**config.mk**
```make
export PLATFORM = sky130hd
export DESIGN_NAME = tile_work_queue_indexed_pop_flat
export DESIGN_NICKNAME = d
export VERILOG_FILES = /design/src/hw/rtl/twq_pkg.sv /design/src/hw/rtl/twq_req_if.sv /design/src/hw/rtl/twq_rsp_if.sv /design/src/hw/rtl/twq_ctrl.sv /design/src/hw/rtl/twq_dp.sv /design/src/hw/rtl/tile_work_queue_indexed_pop.sv /design/src/flat_wrapper.sv
export SDC_FILE = /design/constraint.sdc
export NUM_CORES = 2
export LEC_CHECK = 0
export ABC_CLOCK_PERIOD_IN_PS = 9070
export BUFFER_PORTS_ARGS = -buffer_cell sky130_fd_sc_hd__buf_2
export CELL_PAD_IN_SITES_DETAIL_PLACEMENT = 0
export CELL_PAD_IN_SITES_GLOBAL_PLACEMENT = 2
export CORE_MARGIN = 2
export CORE_UTILIZATION = 30
export CTS_CLUSTER_SIZE = 25
export DETAILED_ROUTE_END_ITERATION = 6
export GPL_ROUTABILITY_DRIVEN = 0
export PLACE_DENSITY = 0.58
export SETUP_SLACK_MARGIN = 0.5
export SLEW_MARGIN = 10
export SYNTH_ARGS = -nofsm -noshare
export SYNTH_HDL_FRONTEND = slang
export SYNTH_HIERARCHICAL = 1
export SYNTH_SLANG_ARGS = --single-unit
```
**constraint.sdc**
```tcl
create_clock -name clock -period 9.07 [get_ports clock]
set_input_delay 2.721 -clock clock [delete_from_list [all_inputs] [get_ports clock]]
set_output_delay 2.721 -clock clock [all_outputs]
set_load 0.01 [all_outputs]
```
**src/hw/rtl/twq_pkg.sv**
```systemverilog
// shared types, constants and control structs for the tile work queue
package twq_pkg;

   localparam int QUEUE_DEPTH = 64;
   localparam int COORD_BITS  = 16;
   localparam int FIELD_BITS  = 16;
   localparam int DRAW_BITS   = 16;
   localparam int POP_BITS    = 6;
   localparam int OP_BITS     = 2;
   localparam int STAT_BITS   = 3;
   localparam int IDX_BITS    = $clog2(QUEUE_DEPTH);
   localparam int CNT_BITS    = $clog2(QUEUE_DEPTH + 1);
   localparam int HELD_BITS   = 7;

   typedef enum logic [OP_BITS-1:0] {
      OP_PUSH    = 2'd0,
      OP_POP_AT  = 2'd1,
      OP_POP_RND = 2'd2,
      OP_CLEAR   = 2'd3
   } op_type;

   typedef enum logic [STAT_BITS-1:0] {
      ST_PUSHED    = 3'd0,
      ST_POPPED    = 3'd1,
      ST_NOT_FOUND = 3'd2,
      ST_FULL      = 3'd3,
      ST_CLEARED   = 3'd4
   } status_type;

   typedef enum logic [1:0] {
      CNT_HOLD  = 2'd0,
      CNT_INC   = 2'd1,
      CNT_DEC   = 2'd2,
      CNT_CLEAR = 2'd3
   } count_op_type;

   typedef struct packed {
      logic [COORD_BITS-1:0] xs;
      logic [COORD_BITS-1:0] xe;
      logic [COORD_BITS-1:0] ys;
      logic [COORD_BITS-1:0] ye;
   } rect_type;

   // controller to datapath
   typedef struct packed {
      logic         capture;
      logic         push_write;
      logic         read_pos;
      logic         grab;
      logic         read_next;
      logic         shift;
      logic         post;
      status_type   post_status;
      count_op_type count_op;
   } cmd_type;

   // datapath to controller
   typedef struct packed {
      op_type operation;
      logic   full;
      logic   pos_ok;
      logic   next_ok;
      logic   after_ok;
   } stat_type;

endpackage

```
**src/hw/rtl/twq_req_if.sv**
```systemverilog
// request channel interface: operation and its operands
interface twq_req_if
   import twq_pkg::*;
   ();
   logic                  valid;
   logic                  ready;
   logic [OP_BITS-1:0]    operation;
   logic [FIELD_BITS-1:0] x_start;
   logic [FIELD_BITS-1:0] x_end;
   logic [FIELD_BITS-1:0] y_start;
   logic [FIELD_BITS-1:0] y_end;
   logic [POP_BITS-1:0]   pop_index;
   logic [DRAW_BITS-1:0]  random_draw;

   modport source (
      output valid, operation, x_start, x_end, y_start, y_end, pop_index, random_draw,
      input  ready
   );
   modport sink (
      input  valid, operation, x_start, x_end, y_start, y_end, pop_index, random_draw,
      output ready
   );
endinterface

```
**src/hw/rtl/twq_rsp_if.sv**
```systemverilog
// response channel interface: status, popped rectangle and queue fill
interface twq_rsp_if
   import twq_pkg::*;
   ();
   logic                  valid;
   logic                  ready;
   logic [STAT_BITS-1:0]  status;
   logic [FIELD_BITS-1:0] out_x_start;
   logic [FIELD_BITS-1:0] out_x_end;
   logic [FIELD_BITS-1:0] out_y_start;
   logic [FIELD_BITS-1:0] out_y_end;
   logic [HELD_BITS-1:0]  entries_held;

   modport source (
      output valid, status, out_x_start, out_x_end, out_y_start, out_y_end, entries_held,
      input  ready
   );
   modport sink (
      input  valid, status, out_x_start, out_x_end, out_y_start, out_y_end, entries_held,
      output ready
   );
endinterface

```
**src/hw/rtl/twq_ctrl.sv**
```systemverilog
// controller state machine: sequences push, pop, clear, shift and response
module twq_ctrl
   import twq_pkg::*;
(
   input  logic     clock,
   input  logic     reset,
   input  logic     req_valid,
   output logic     req_ready,
   output logic     rsp_valid,
   input  logic     rsp_ready,
   input  stat_type stat,
   output cmd_type  cmd
);

   typedef enum logic [2:0] {
      S_IDLE,
      S_EXEC,
      S_GRAB,
      S_SHIFT,
      S_RESPOND
   } state_type;

   state_type    state_ff, state_in;
   status_type   result_ff, result_in;
   count_op_type cntop_ff, cntop_in;
   logic         rsp_valid_ff, rsp_valid_in;

   // next state and commands
   always_comb begin
      state_in  = state_ff;
      result_in = result_ff;
      cntop_in  = cntop_ff;
      req_ready = 1'b0;
      cmd       = '0;
      cmd.post_status = result_ff;
      cmd.count_op    = cntop_ff;
      case (state_ff)
         S_IDLE: begin
            req_ready = 1'b1;
            if (req_valid) begin
               cmd.capture = 1'b1;
               state_in    = S_EXEC;
            end
         end
         S_EXEC: begin
            case (stat.operation)
               OP_PUSH: begin
                  state_in = S_RESPOND;
                  if (stat.full) begin
                     result_in = ST_FULL;
                     cntop_in  = CNT_HOLD;
                  end else begin
                     cmd.push_write = 1'b1;
                     result_in      = ST_PUSHED;
                     cntop_in       = CNT_INC;
                  end
               end
               OP_POP_AT, OP_POP_RND: begin
                  if (stat.pos_ok) begin
                     cmd.read_pos = 1'b1;
                     state_in     = S_GRAB;
                  end else begin
                     result_in = ST_NOT_FOUND;
                     cntop_in  = CNT_HOLD;
                     state_in  = S_RESPOND;
                  end
               end
               default: begin
                  result_in = ST_CLEARED;
                  cntop_in  = CNT_CLEAR;
                  state_in  = S_RESPOND;
               end
            endcase
         end
         S_GRAB: begin
            cmd.grab      = 1'b1;
            cmd.read_next = 1'b1;
            result_in     = ST_POPPED;
            cntop_in      = CNT_DEC;
            state_in      = stat.next_ok ? S_SHIFT : S_RESPOND;
         end
         S_SHIFT: begin
            cmd.shift = 1'b1;
            if (!stat.after_ok) begin
               state_in = S_RESPOND;
            end
         end
         S_RESPOND: begin
            if (!rsp_valid_ff || rsp_ready) begin
               cmd.post = 1'b1;
               state_in = S_IDLE;
            end
         end
         default: begin
            state_in = S_IDLE;
         end
      endcase
   end

   // response valid: set on post, cleared once taken
   always_comb begin
      if (cmd.post) begin
         rsp_valid_in = 1'b1;
      end else if (rsp_ready) begin
         rsp_valid_in = 1'b0;
      end else begin
         rsp_valid_in = rsp_valid_ff;
      end
   end

   // state and registered outputs
   always_ff @(posedge clock) begin
      if (reset) begin
         state_ff     <= S_IDLE;
         result_ff    <= ST_PUSHED;
         cntop_ff     <= CNT_HOLD;
         rsp_valid_ff <= 1'b0;
      end else begin
         state_ff     <= state_in;
         result_ff    <= result_in;
         cntop_ff     <= cntop_in;
         rsp_valid_ff <= rsp_valid_in;
      end
   end

   assign rsp_valid = rsp_valid_ff;

endmodule

```
**src/hw/rtl/twq_dp.sv**
```systemverilog
// datapath: entry memory, count, position math and result registers
module twq_dp
   import twq_pkg::*;
(
   input  logic                  clock,
   input  logic                  reset,
   input  cmd_type               cmd,
   output stat_type              stat,
   input  logic [OP_BITS-1:0]    req_operation,
   input  logic [FIELD_BITS-1:0] req_x_start,
   input  logic [FIELD_BITS-1:0] req_x_end,
   input  logic [FIELD_BITS-1:0] req_y_start,
   input  logic [FIELD_BITS-1:0] req_y_end,
   input  logic [POP_BITS-1:0]   req_pop_index,
   input  logic [DRAW_BITS-1:0]  req_random_draw,
   output logic [STAT_BITS-1:0]  rsp_status,
   output logic [FIELD_BITS-1:0] rsp_out_x_start,
   output logic [FIELD_BITS-1:0] rsp_out_x_end,
   output logic [FIELD_BITS-1:0] rsp_out_y_start,
   output logic [FIELD_BITS-1:0] rsp_out_y_end,
   output logic [HELD_BITS-1:0]  rsp_entries_held
);

   localparam int PROD_BITS = DRAW_BITS + CNT_BITS;

   rect_type mem [QUEUE_DEPTH];

   logic [CNT_BITS-1:0]  count_ff, count_in;
   op_type               op_ff;
   rect_type             rect_ff;
   logic [CNT_BITS-1:0]  pos_ff, pos_in;
   logic [IDX_BITS-1:0]  cursor_ff;
   rect_type             rd_data_ff;
   rect_type             grab_ff;
   logic [IDX_BITS-1:0]  rd_addr;
   logic                 wr_en;
   logic [IDX_BITS-1:0]  wr_addr;
   rect_type             wr_data;
   logic [PROD_BITS-1:0] product;
   logic [CNT_BITS:0]    next_pos;
   logic [CNT_BITS:0]    after_pos;
   status_type           res_status_ff;
   rect_type             res_rect_ff;
   logic [CNT_BITS-1:0]  res_held_ff;

   // position of the pop: given index or scaled random draw
   assign product = PROD_BITS'(req_random_draw) * PROD_BITS'(count_ff);
   always_comb begin
      if (op_type'(req_operation) == OP_POP_RND) begin
         pos_in = product[PROD_BITS-1:DRAW_BITS];
      end else begin
         pos_in = CNT_BITS'(req_pop_index);
      end
   end

   // request capture
   always_ff @(posedge clock) begin
      if (cmd.capture) begin
         op_ff      <= op_type'(req_operation);
         rect_ff.xs <= COORD_BITS'(req_x_start);
         rect_ff.xe <= COORD_BITS'(req_x_end);
         rect_ff.ys <= COORD_BITS'(req_y_start);
         rect_ff.ye <= COORD_BITS'(req_y_end);
         pos_ff     <= pos_in;
      end
   end

   // shift cursor: loaded with the pop position, steps once per moved entry
   always_ff @(posedge clock) begin
      if (cmd.read_pos) begin
         cursor_ff <= pos_ff[IDX_BITS-1:0];
      end else if (cmd.shift) begin
         cursor_ff <= cursor_ff + IDX_BITS'(1);
      end
   end

   // status toward the controller
   assign next_pos  = (CNT_BITS + 1)'(cursor_ff) + (CNT_BITS + 1)'(1);
   assign after_pos = (CNT_BITS + 1)'(cursor_ff) + (CNT_BITS + 1)'(2);
   always_comb begin
      stat.operation = op_ff;
      stat.full      = (count_ff >= CNT_BITS'(QUEUE_DEPTH));
      stat.pos_ok    = (pos_ff < count_ff);
      stat.next_ok   = (next_pos < (CNT_BITS + 1)'(count_ff));
      stat.after_ok  = (after_pos < (CNT_BITS + 1)'(count_ff));
   end

   // memory port selection
   always_comb begin
      if (cmd.read_pos) begin
         rd_addr = pos_ff[IDX_BITS-1:0];
      end else if (cmd.shift) begin
         rd_addr = after_pos[IDX_BITS-1:0];
      end else begin
         rd_addr = next_pos[IDX_BITS-1:0];
      end
      wr_en   = cmd.push_write || cmd.shift;
      wr_addr = cmd.shift ? cursor_ff : count_ff[IDX_BITS-1:0];
      wr_data = cmd.shift ? rd_data_ff : rect_ff;
   end

   // entry memory: one write, one registered read
   always_ff @(posedge clock) begin
      if (wr_en) begin
         mem[wr_addr] <= wr_data;
      end
      rd_data_ff <= mem[rd_addr];
   end

   // popped entry
   always_ff @(posedge clock) begin
      if (cmd.grab) begin
         grab_ff <= rd_data_ff;
      end
   end

   // entry count update, applied when the result is posted
   always_comb begin
      count_in = count_ff;
      case (cmd.count_op)
         CNT_INC:   count_in = count_ff + CNT_BITS'(1);
         CNT_DEC:   count_in = count_ff - CNT_BITS'(1);
         CNT_CLEAR: count_in = '0;
         default:   count_in = count_ff;
      endcase
   end

   always_ff @(posedge clock) begin
      if (reset) begin
         count_ff <= '0;
      end else if (cmd.post) begin
         count_ff <= count_in;
      end
   end

   // result register
   always_ff @(posedge clock) begin
      if (cmd.post) begin
         res_status_ff <= cmd.post_status;
         res_rect_ff   <= (cmd.post_status == ST_POPPED) ? grab_ff : '0;
         res_held_ff   <= count_in;
      end
   end

   assign rsp_status       = res_status_ff;
   assign rsp_out_x_start  = FIELD_BITS'(res_rect_ff.xs);
   assign rsp_out_x_end    = FIELD_BITS'(res_rect_ff.xe);
   assign rsp_out_y_start  = FIELD_BITS'(res_rect_ff.ys);
   assign rsp_out_y_end    = FIELD_BITS'(res_rect_ff.ye);
   assign rsp_entries_held = HELD_BITS'(res_held_ff);

endmodule

```
**src/hw/rtl/tile_work_queue_indexed_pop.sv**
```systemverilog
// top level: ordered tile work queue with push, pop at index, pop random, clear
// each request is captured on accept, executed, and its result posted from the
//   respond state; a pop at position p with n entries grabs that entry, then moves the
//   n - p - 1 entries behind it up by one, closing up one entry per cycle
// a new request is accepted only after the previous result has been posted
// reset: queue empty at once, no clearing pass; store contents undefined until pushed
module tile_work_queue_indexed_pop
   import twq_pkg::*;
(
   input logic   clock,
   input logic   reset,
   twq_req_if.sink   req_ch,
   twq_rsp_if.source rsp_ch
);

   cmd_type  cmd;
   stat_type stat;

   // sequencing
   twq_ctrl u_ctrl (
      .clock     (clock),
      .reset     (reset),
      .req_valid (req_ch.valid),
      .req_ready (req_ch.ready),
      .rsp_valid (rsp_ch.valid),
      .rsp_ready (rsp_ch.ready),
      .stat      (stat),
      .cmd       (cmd)
   );

   // storage and result
   twq_dp u_dp (
      .clock            (clock),
      .reset            (reset),
      .cmd              (cmd),
      .stat             (stat),
      .req_operation    (req_ch.operation),
      .req_x_start      (req_ch.x_start),
      .req_x_end        (req_ch.x_end),
      .req_y_start      (req_ch.y_start),
      .req_y_end        (req_ch.y_end),
      .req_pop_index    (req_ch.pop_index),
      .req_random_draw  (req_ch.random_draw),
      .rsp_status       (rsp_ch.status),
      .rsp_out_x_start  (rsp_ch.out_x_start),
      .rsp_out_x_end    (rsp_ch.out_x_end),
      .rsp_out_y_start  (rsp_ch.out_y_start),
      .rsp_out_y_end    (rsp_ch.out_y_end),
      .rsp_entries_held (rsp_ch.entries_held)
   );

endmodule
```
**src/flat_wrapper.sv**
```systemverilog
// flat-port wrapper written by rule: the top's interface ports become plain ports
module tile_work_queue_indexed_pop_flat import twq_pkg::*;
  (clock, reset, req_ch_valid, req_ch_operation, req_ch_x_start, req_ch_x_end, req_ch_y_start, req_ch_y_end, req_ch_pop_index, req_ch_random_draw, req_ch_ready, rsp_ch_valid, rsp_ch_status, rsp_ch_out_x_start, rsp_ch_out_x_end, rsp_ch_out_y_start, rsp_ch_out_y_end, rsp_ch_entries_held, rsp_ch_ready);
  twq_req_if req_ch_i ();
  twq_rsp_if rsp_ch_i ();
  input logic clock;
  input logic reset;
  input wire logic [$bits(req_ch_i.valid)-1:0] req_ch_valid;
  input wire logic [$bits(req_ch_i.operation)-1:0] req_ch_operation;
  input wire logic [$bits(req_ch_i.x_start)-1:0] req_ch_x_start;
  input wire logic [$bits(req_ch_i.x_end)-1:0] req_ch_x_end;
  input wire logic [$bits(req_ch_i.y_start)-1:0] req_ch_y_start;
  input wire logic [$bits(req_ch_i.y_end)-1:0] req_ch_y_end;
  input wire logic [$bits(req_ch_i.pop_index)-1:0] req_ch_pop_index;
  input wire logic [$bits(req_ch_i.random_draw)-1:0] req_ch_random_draw;
  output wire logic [$bits(req_ch_i.ready)-1:0] req_ch_ready;
  output wire logic [$bits(rsp_ch_i.valid)-1:0] rsp_ch_valid;
  output wire logic [$bits(rsp_ch_i.status)-1:0] rsp_ch_status;
  output wire logic [$bits(rsp_ch_i.out_x_start)-1:0] rsp_ch_out_x_start;
  output wire logic [$bits(rsp_ch_i.out_x_end)-1:0] rsp_ch_out_x_end;
  output wire logic [$bits(rsp_ch_i.out_y_start)-1:0] rsp_ch_out_y_start;
  output wire logic [$bits(rsp_ch_i.out_y_end)-1:0] rsp_ch_out_y_end;
  output wire logic [$bits(rsp_ch_i.entries_held)-1:0] rsp_ch_entries_held;
  input wire logic [$bits(rsp_ch_i.ready)-1:0] rsp_ch_ready;
  assign req_ch_i.valid = req_ch_valid;
  assign req_ch_i.operation = req_ch_operation;
  assign req_ch_i.x_start = req_ch_x_start;
  assign req_ch_i.x_end = req_ch_x_end;
  assign req_ch_i.y_start = req_ch_y_start;
  assign req_ch_i.y_end = req_ch_y_end;
  assign req_ch_i.pop_index = req_ch_pop_index;
  assign req_ch_i.random_draw = req_ch_random_draw;
  assign req_ch_ready = req_ch_i.ready;
  assign rsp_ch_valid = rsp_ch_i.valid;
  assign rsp_ch_status = rsp_ch_i.status;
  assign rsp_ch_out_x_start = rsp_ch_i.out_x_start;
  assign rsp_ch_out_x_end = rsp_ch_i.out_x_end;
  assign rsp_ch_out_y_start = rsp_ch_i.out_y_start;
  assign rsp_ch_out_y_end = rsp_ch_i.out_y_end;
  assign rsp_ch_entries_held = rsp_ch_i.entries_held;
  assign rsp_ch_i.ready = rsp_ch_ready;
  tile_work_queue_indexed_pop u_core (.clock(clock), .reset(reset), .req_ch(req_ch_i), .rsp_ch(rsp_ch_i));
endmodule
```
==> impl_metrics.tcl <==
set metrics [dict create \
    power_density_nw_per_um2 220.2 \
    ioPinCount 168 \
    finalClockSkew_ps 82.85 \
    switching_power_w 0.009619 \
    drc 0 \
    wl_mm 570.8 \
    yosysUniqueCellTypes 72 \
    cpPeakStageDelay_ps 540 \
    postCtsSetupBuffers 0 \
    drv_slew 0 \
    path_buf_inv 5 \
    cts_buffers 456 \
    hold_viol 0 \
    numClockSinks 4393 \
    syn2layout_area_growth_pct 15.21 \
    critPathKind "input port to flip-flop" \
    slew_headroom 0.09570 \
    path_clk_slew_ps 60 \
    crit_required_ps 9830 \
    crit_arrival_ps 7030 \
    clk_latency_ps 1080 \
    place_area_sq_um 181500 \
    power_leakage_nw 63.79 \
    wl_per_cell_um 29.84 \
    ys_async_sr_fraction 0 \
    slowest_stage "fa_1" \
    antenna_left 0 \
    grt_pass1_vias 96990 \
    cts_tree "yes" \
    maxCapViolations 0 \
    io_buffers 167 \
    cts-root-buf "clkbuf_16" \
    grt_max_degree 164 \
    htree_levels 5 \
    irDropWorstVdd_uv 159.3 \
    yosys_warnings 6 \
    syn_inst 10940 \
    period_needed_ps 6270 \
    syn_area_sq_um 170300 \
    track_usage 0.1937 \
    synth_flop_cell "edfxtp_1" \
    cts_buffer_depth 4 \
    swShare 0.2227 \
    worstPathCellList "buf_2 -> and2_1 -> fa_1 -> inv_1 -> fa_1 -> inv_1 -> fa_1 -> inv_1 -> fa_1 -> inv_1 -> ha_1 -> and3_1 -> nand3_1 -> o2111ai_1 -> a31oi_1 -> o21ai_0 -> a21oi_1 -> xor2_1 -> o21ai_0" \
    p_int_w 0.03358 \
    max_freq_mhz 159.5 \
    holdBufCountCts 0 \
    yosysSeqAreaShare 0.7701 \
    synth.avg_cell_area_sq_um 15.56 \
    drt-initial-drc-count 11350 \
    p_clk_frac 0.429 \
    final-setup-viol-count 0 \
    cp-start-kind "input port" \
    die_h_um 757.4 \
    start_util 0.3012 \
    hp-class "flip-flop to flip-flop" \
    core_sq_um 565300 \
    dr.pass1.iters 5 \
    final_layout_size_suffix_gt1_frac 0.1367 \
    antenna_found_initial 27 \
    vias 98350 \
    synth-edff-count 4313 \
    seqPwrFrac 0.525 \
    critPathTopFamily "adder cells" \
    power_frac_comb 0.047 \
    run_status "completed" \
    grt_setup_unrepaired "false" \
    rrSetupSlack_ps 2850 \
    dp_hpwl_mm 305.0 \
    yosys_register_bits 4393 \
    final_area_sq_um 196200 \
    cts-resized-gates 0 \
    dieArea_sq_um 573600 \
    tns_ps 0 \
    viasPerCell 5.142 \
    row_count 276 \
    gr-total-overflow 0 \
    num-fill-cells 53620 \
    die_w_um 757.4 \
    endpoint_kind "flip-flop" \
    path_max_fanout 7 \
    nNetsFinal 11450 \
    grt_pass1_wl_mm 786.6 \
    synth.net_count 11170 \
    tightest_slew_ps 1356 \
    fin_crit_sh 0.6913 \
]
-- power by group through the flow --
stage / sequential, W / clock, W / combinational, W
final: 0.0227 / 0.0185 / 0.00202
after global routing: 0.0227 / 0.0197 / 0.00219
after CTS: 0.0227 / 0.0189 / 0.00204
after floorplan: 0.0230 / 0 / 0.00119
after global placement: 0.0231 / 0 / 0.00200
after detailed placement: 0.0231 / 0 / 0.00204
-- cell type report --
type                    instances  area (sq um)  area share
flip-flops and latches       4393        131100      0.6684
multi-input cells            5828         36940      0.1883
clock buffers                 622         12520     0.06381
well taps                    7506          9392     0.04788
repair buffers                452          3714     0.01893
clock inverters               229          2113     0.01077
inverters                      94         352.8    0.001799
diodes                          5         12.51  0.00006379
-- placed cells by master (no fill, tap or decap), types with 31 or more instances in the layout --
cell type and n:
edfxtp_1 4313, nand2_1 2644, nand3_1 1008, clkbuf_16 465, nand4_1 367, mux4_2 324, buf_4 226, buf_2 167
o21ai_0 158, a22oi_1 153, and2_1 147, mux2i_1 136, a32oi_1 130, clkbuf_1 128, a31oi_1 121, nor2_1 105
inv_1 94, clkinv_1 86, dfxtp_1 80, clkinv_2 77, nor2_4 76, fa_1 69, ha_1 68, buf_12 59
mux2_2 55, or4_1 45, bufinv_16 31
-- final timing paths --
check	startpoint	to	depth (start not counted)
worst min register to register	u_core/u_dp/rd_data_ff[58]	u_core/u_dp/grab_ff[58]	0
worst min-delay path	u_core/u_dp/rd_data_ff[58]	u_core/u_dp/grab_ff[58]	0
worst max register to register	u_core/u_dp/count_ff[3]	u_core/u_dp/rd_data_ff[32]	20
worst max-delay path	req_ch_random_draw[5]	u_core/u_dp/pos_ff[1]	19
-- sequential cells by signal, summed over array words and instances (netlist names), 7 cells and up --
| name | flops |
|---|---|
| u_core/u_dp/rect_ff | 64 |
| u_core/u_dp/rsp_out_x_start | 16 |
| u_core/u_dp/mem | 4096 |
| u_core/u_dp/rsp_out_y_start | 16 |
| u_core/u_dp/count_ff | 7 |
| u_core/u_dp/grab_ff | 64 |
| u_core/u_dp/rd_data_ff | 64 |
| u_core/u_dp/rsp_out_y_end | 16 |
| u_core/u_dp/pos_ff | 7 |
| u_core/u_dp/rsp_out_x_end | 16 |
| u_core/u_dp/rsp_entries_held | 7 |
-- routing by layer --
metal	global-route usage	vias up	part of all wire
li1	-	42070	-
met3	0.02911	690	0.062
met5	0	-	0.000051
met1	0.2683	52400	0.44
met2	0.3203	3187	0.48
met4	0.04787	4	0.026
-- stage by stage --
step                power (W)  utilization  setup WS (ps)  hold WS, ps  instances
floorplan             0.02417            -           2410        402.7      10940
global placement      0.02510       0.3210           1491        412.4      18270
detailed placement    0.02514       0.3210           1651        416.9      18270
CTS                   0.04365       0.3469           2770        430.9      19120
global route          0.04451       0.3470           2484        451.7      19130
finish                0.04320       0.3470           2800        436.4      19130
-- cell usage after synthesis (all sizes together) (2+ instances only) --
cell type	instances	area (sq um)
nor3	9	45.04
a32oi	130	1139
clkbuf	396	1486
or3	16	100.1
dfxtp	80	1602
nand2b	14	87.58
and4	5	43.79
a211oi	9	72.57
mux2	66	743.2
or3b	2	20.02
a21o	12	90.09
nor3b	3	27.52
a21oi	31	158.9
a22oi	153	1149
xor2	8	70.07
a22o	4	35.03
xnor2	13	113.9
edfxtp	4313	129500
o2111ai	3	26.28
o31ai	5	42.54
fa	69	1381
o31a	2	17.52
o21ai	174	878.3
nand4	367	2296
buf	231	1101
mux4	324	7297
nand3	1008	5045
or2	3	18.77
a21boi	4	30.03
nor2b	5	31.28
o32ai	5	43.79
o21a	4	30.03
a221oi	6	58.80
o21bai	2	15.01
nand2	2644	9925
and2	148	925.9
inv	94	352.8
a32o	4	40.04
and3	6	37.54
ha	68	850.8
nor2	182	708.2
a31oi	121	757.0
nand3b	5	37.54
or4	46	349.1
mux2i	136	1361
-- cell families (layout without fill, tap and decap cells) --
family,Yosys count,count (layout),share of synthesized area
compound gates,679,679,0.02747
xor+xnor,21,21,0.001080
fa+ha+maj,137,137,0.01311
buf+inv,721,1397,0.01727
flops,4393,4393,0.7701
mux,526,526,0.05522
other cells,0,5,0
simple gates,4465,4465,0.1158
(Power assumes the default switching activity.)
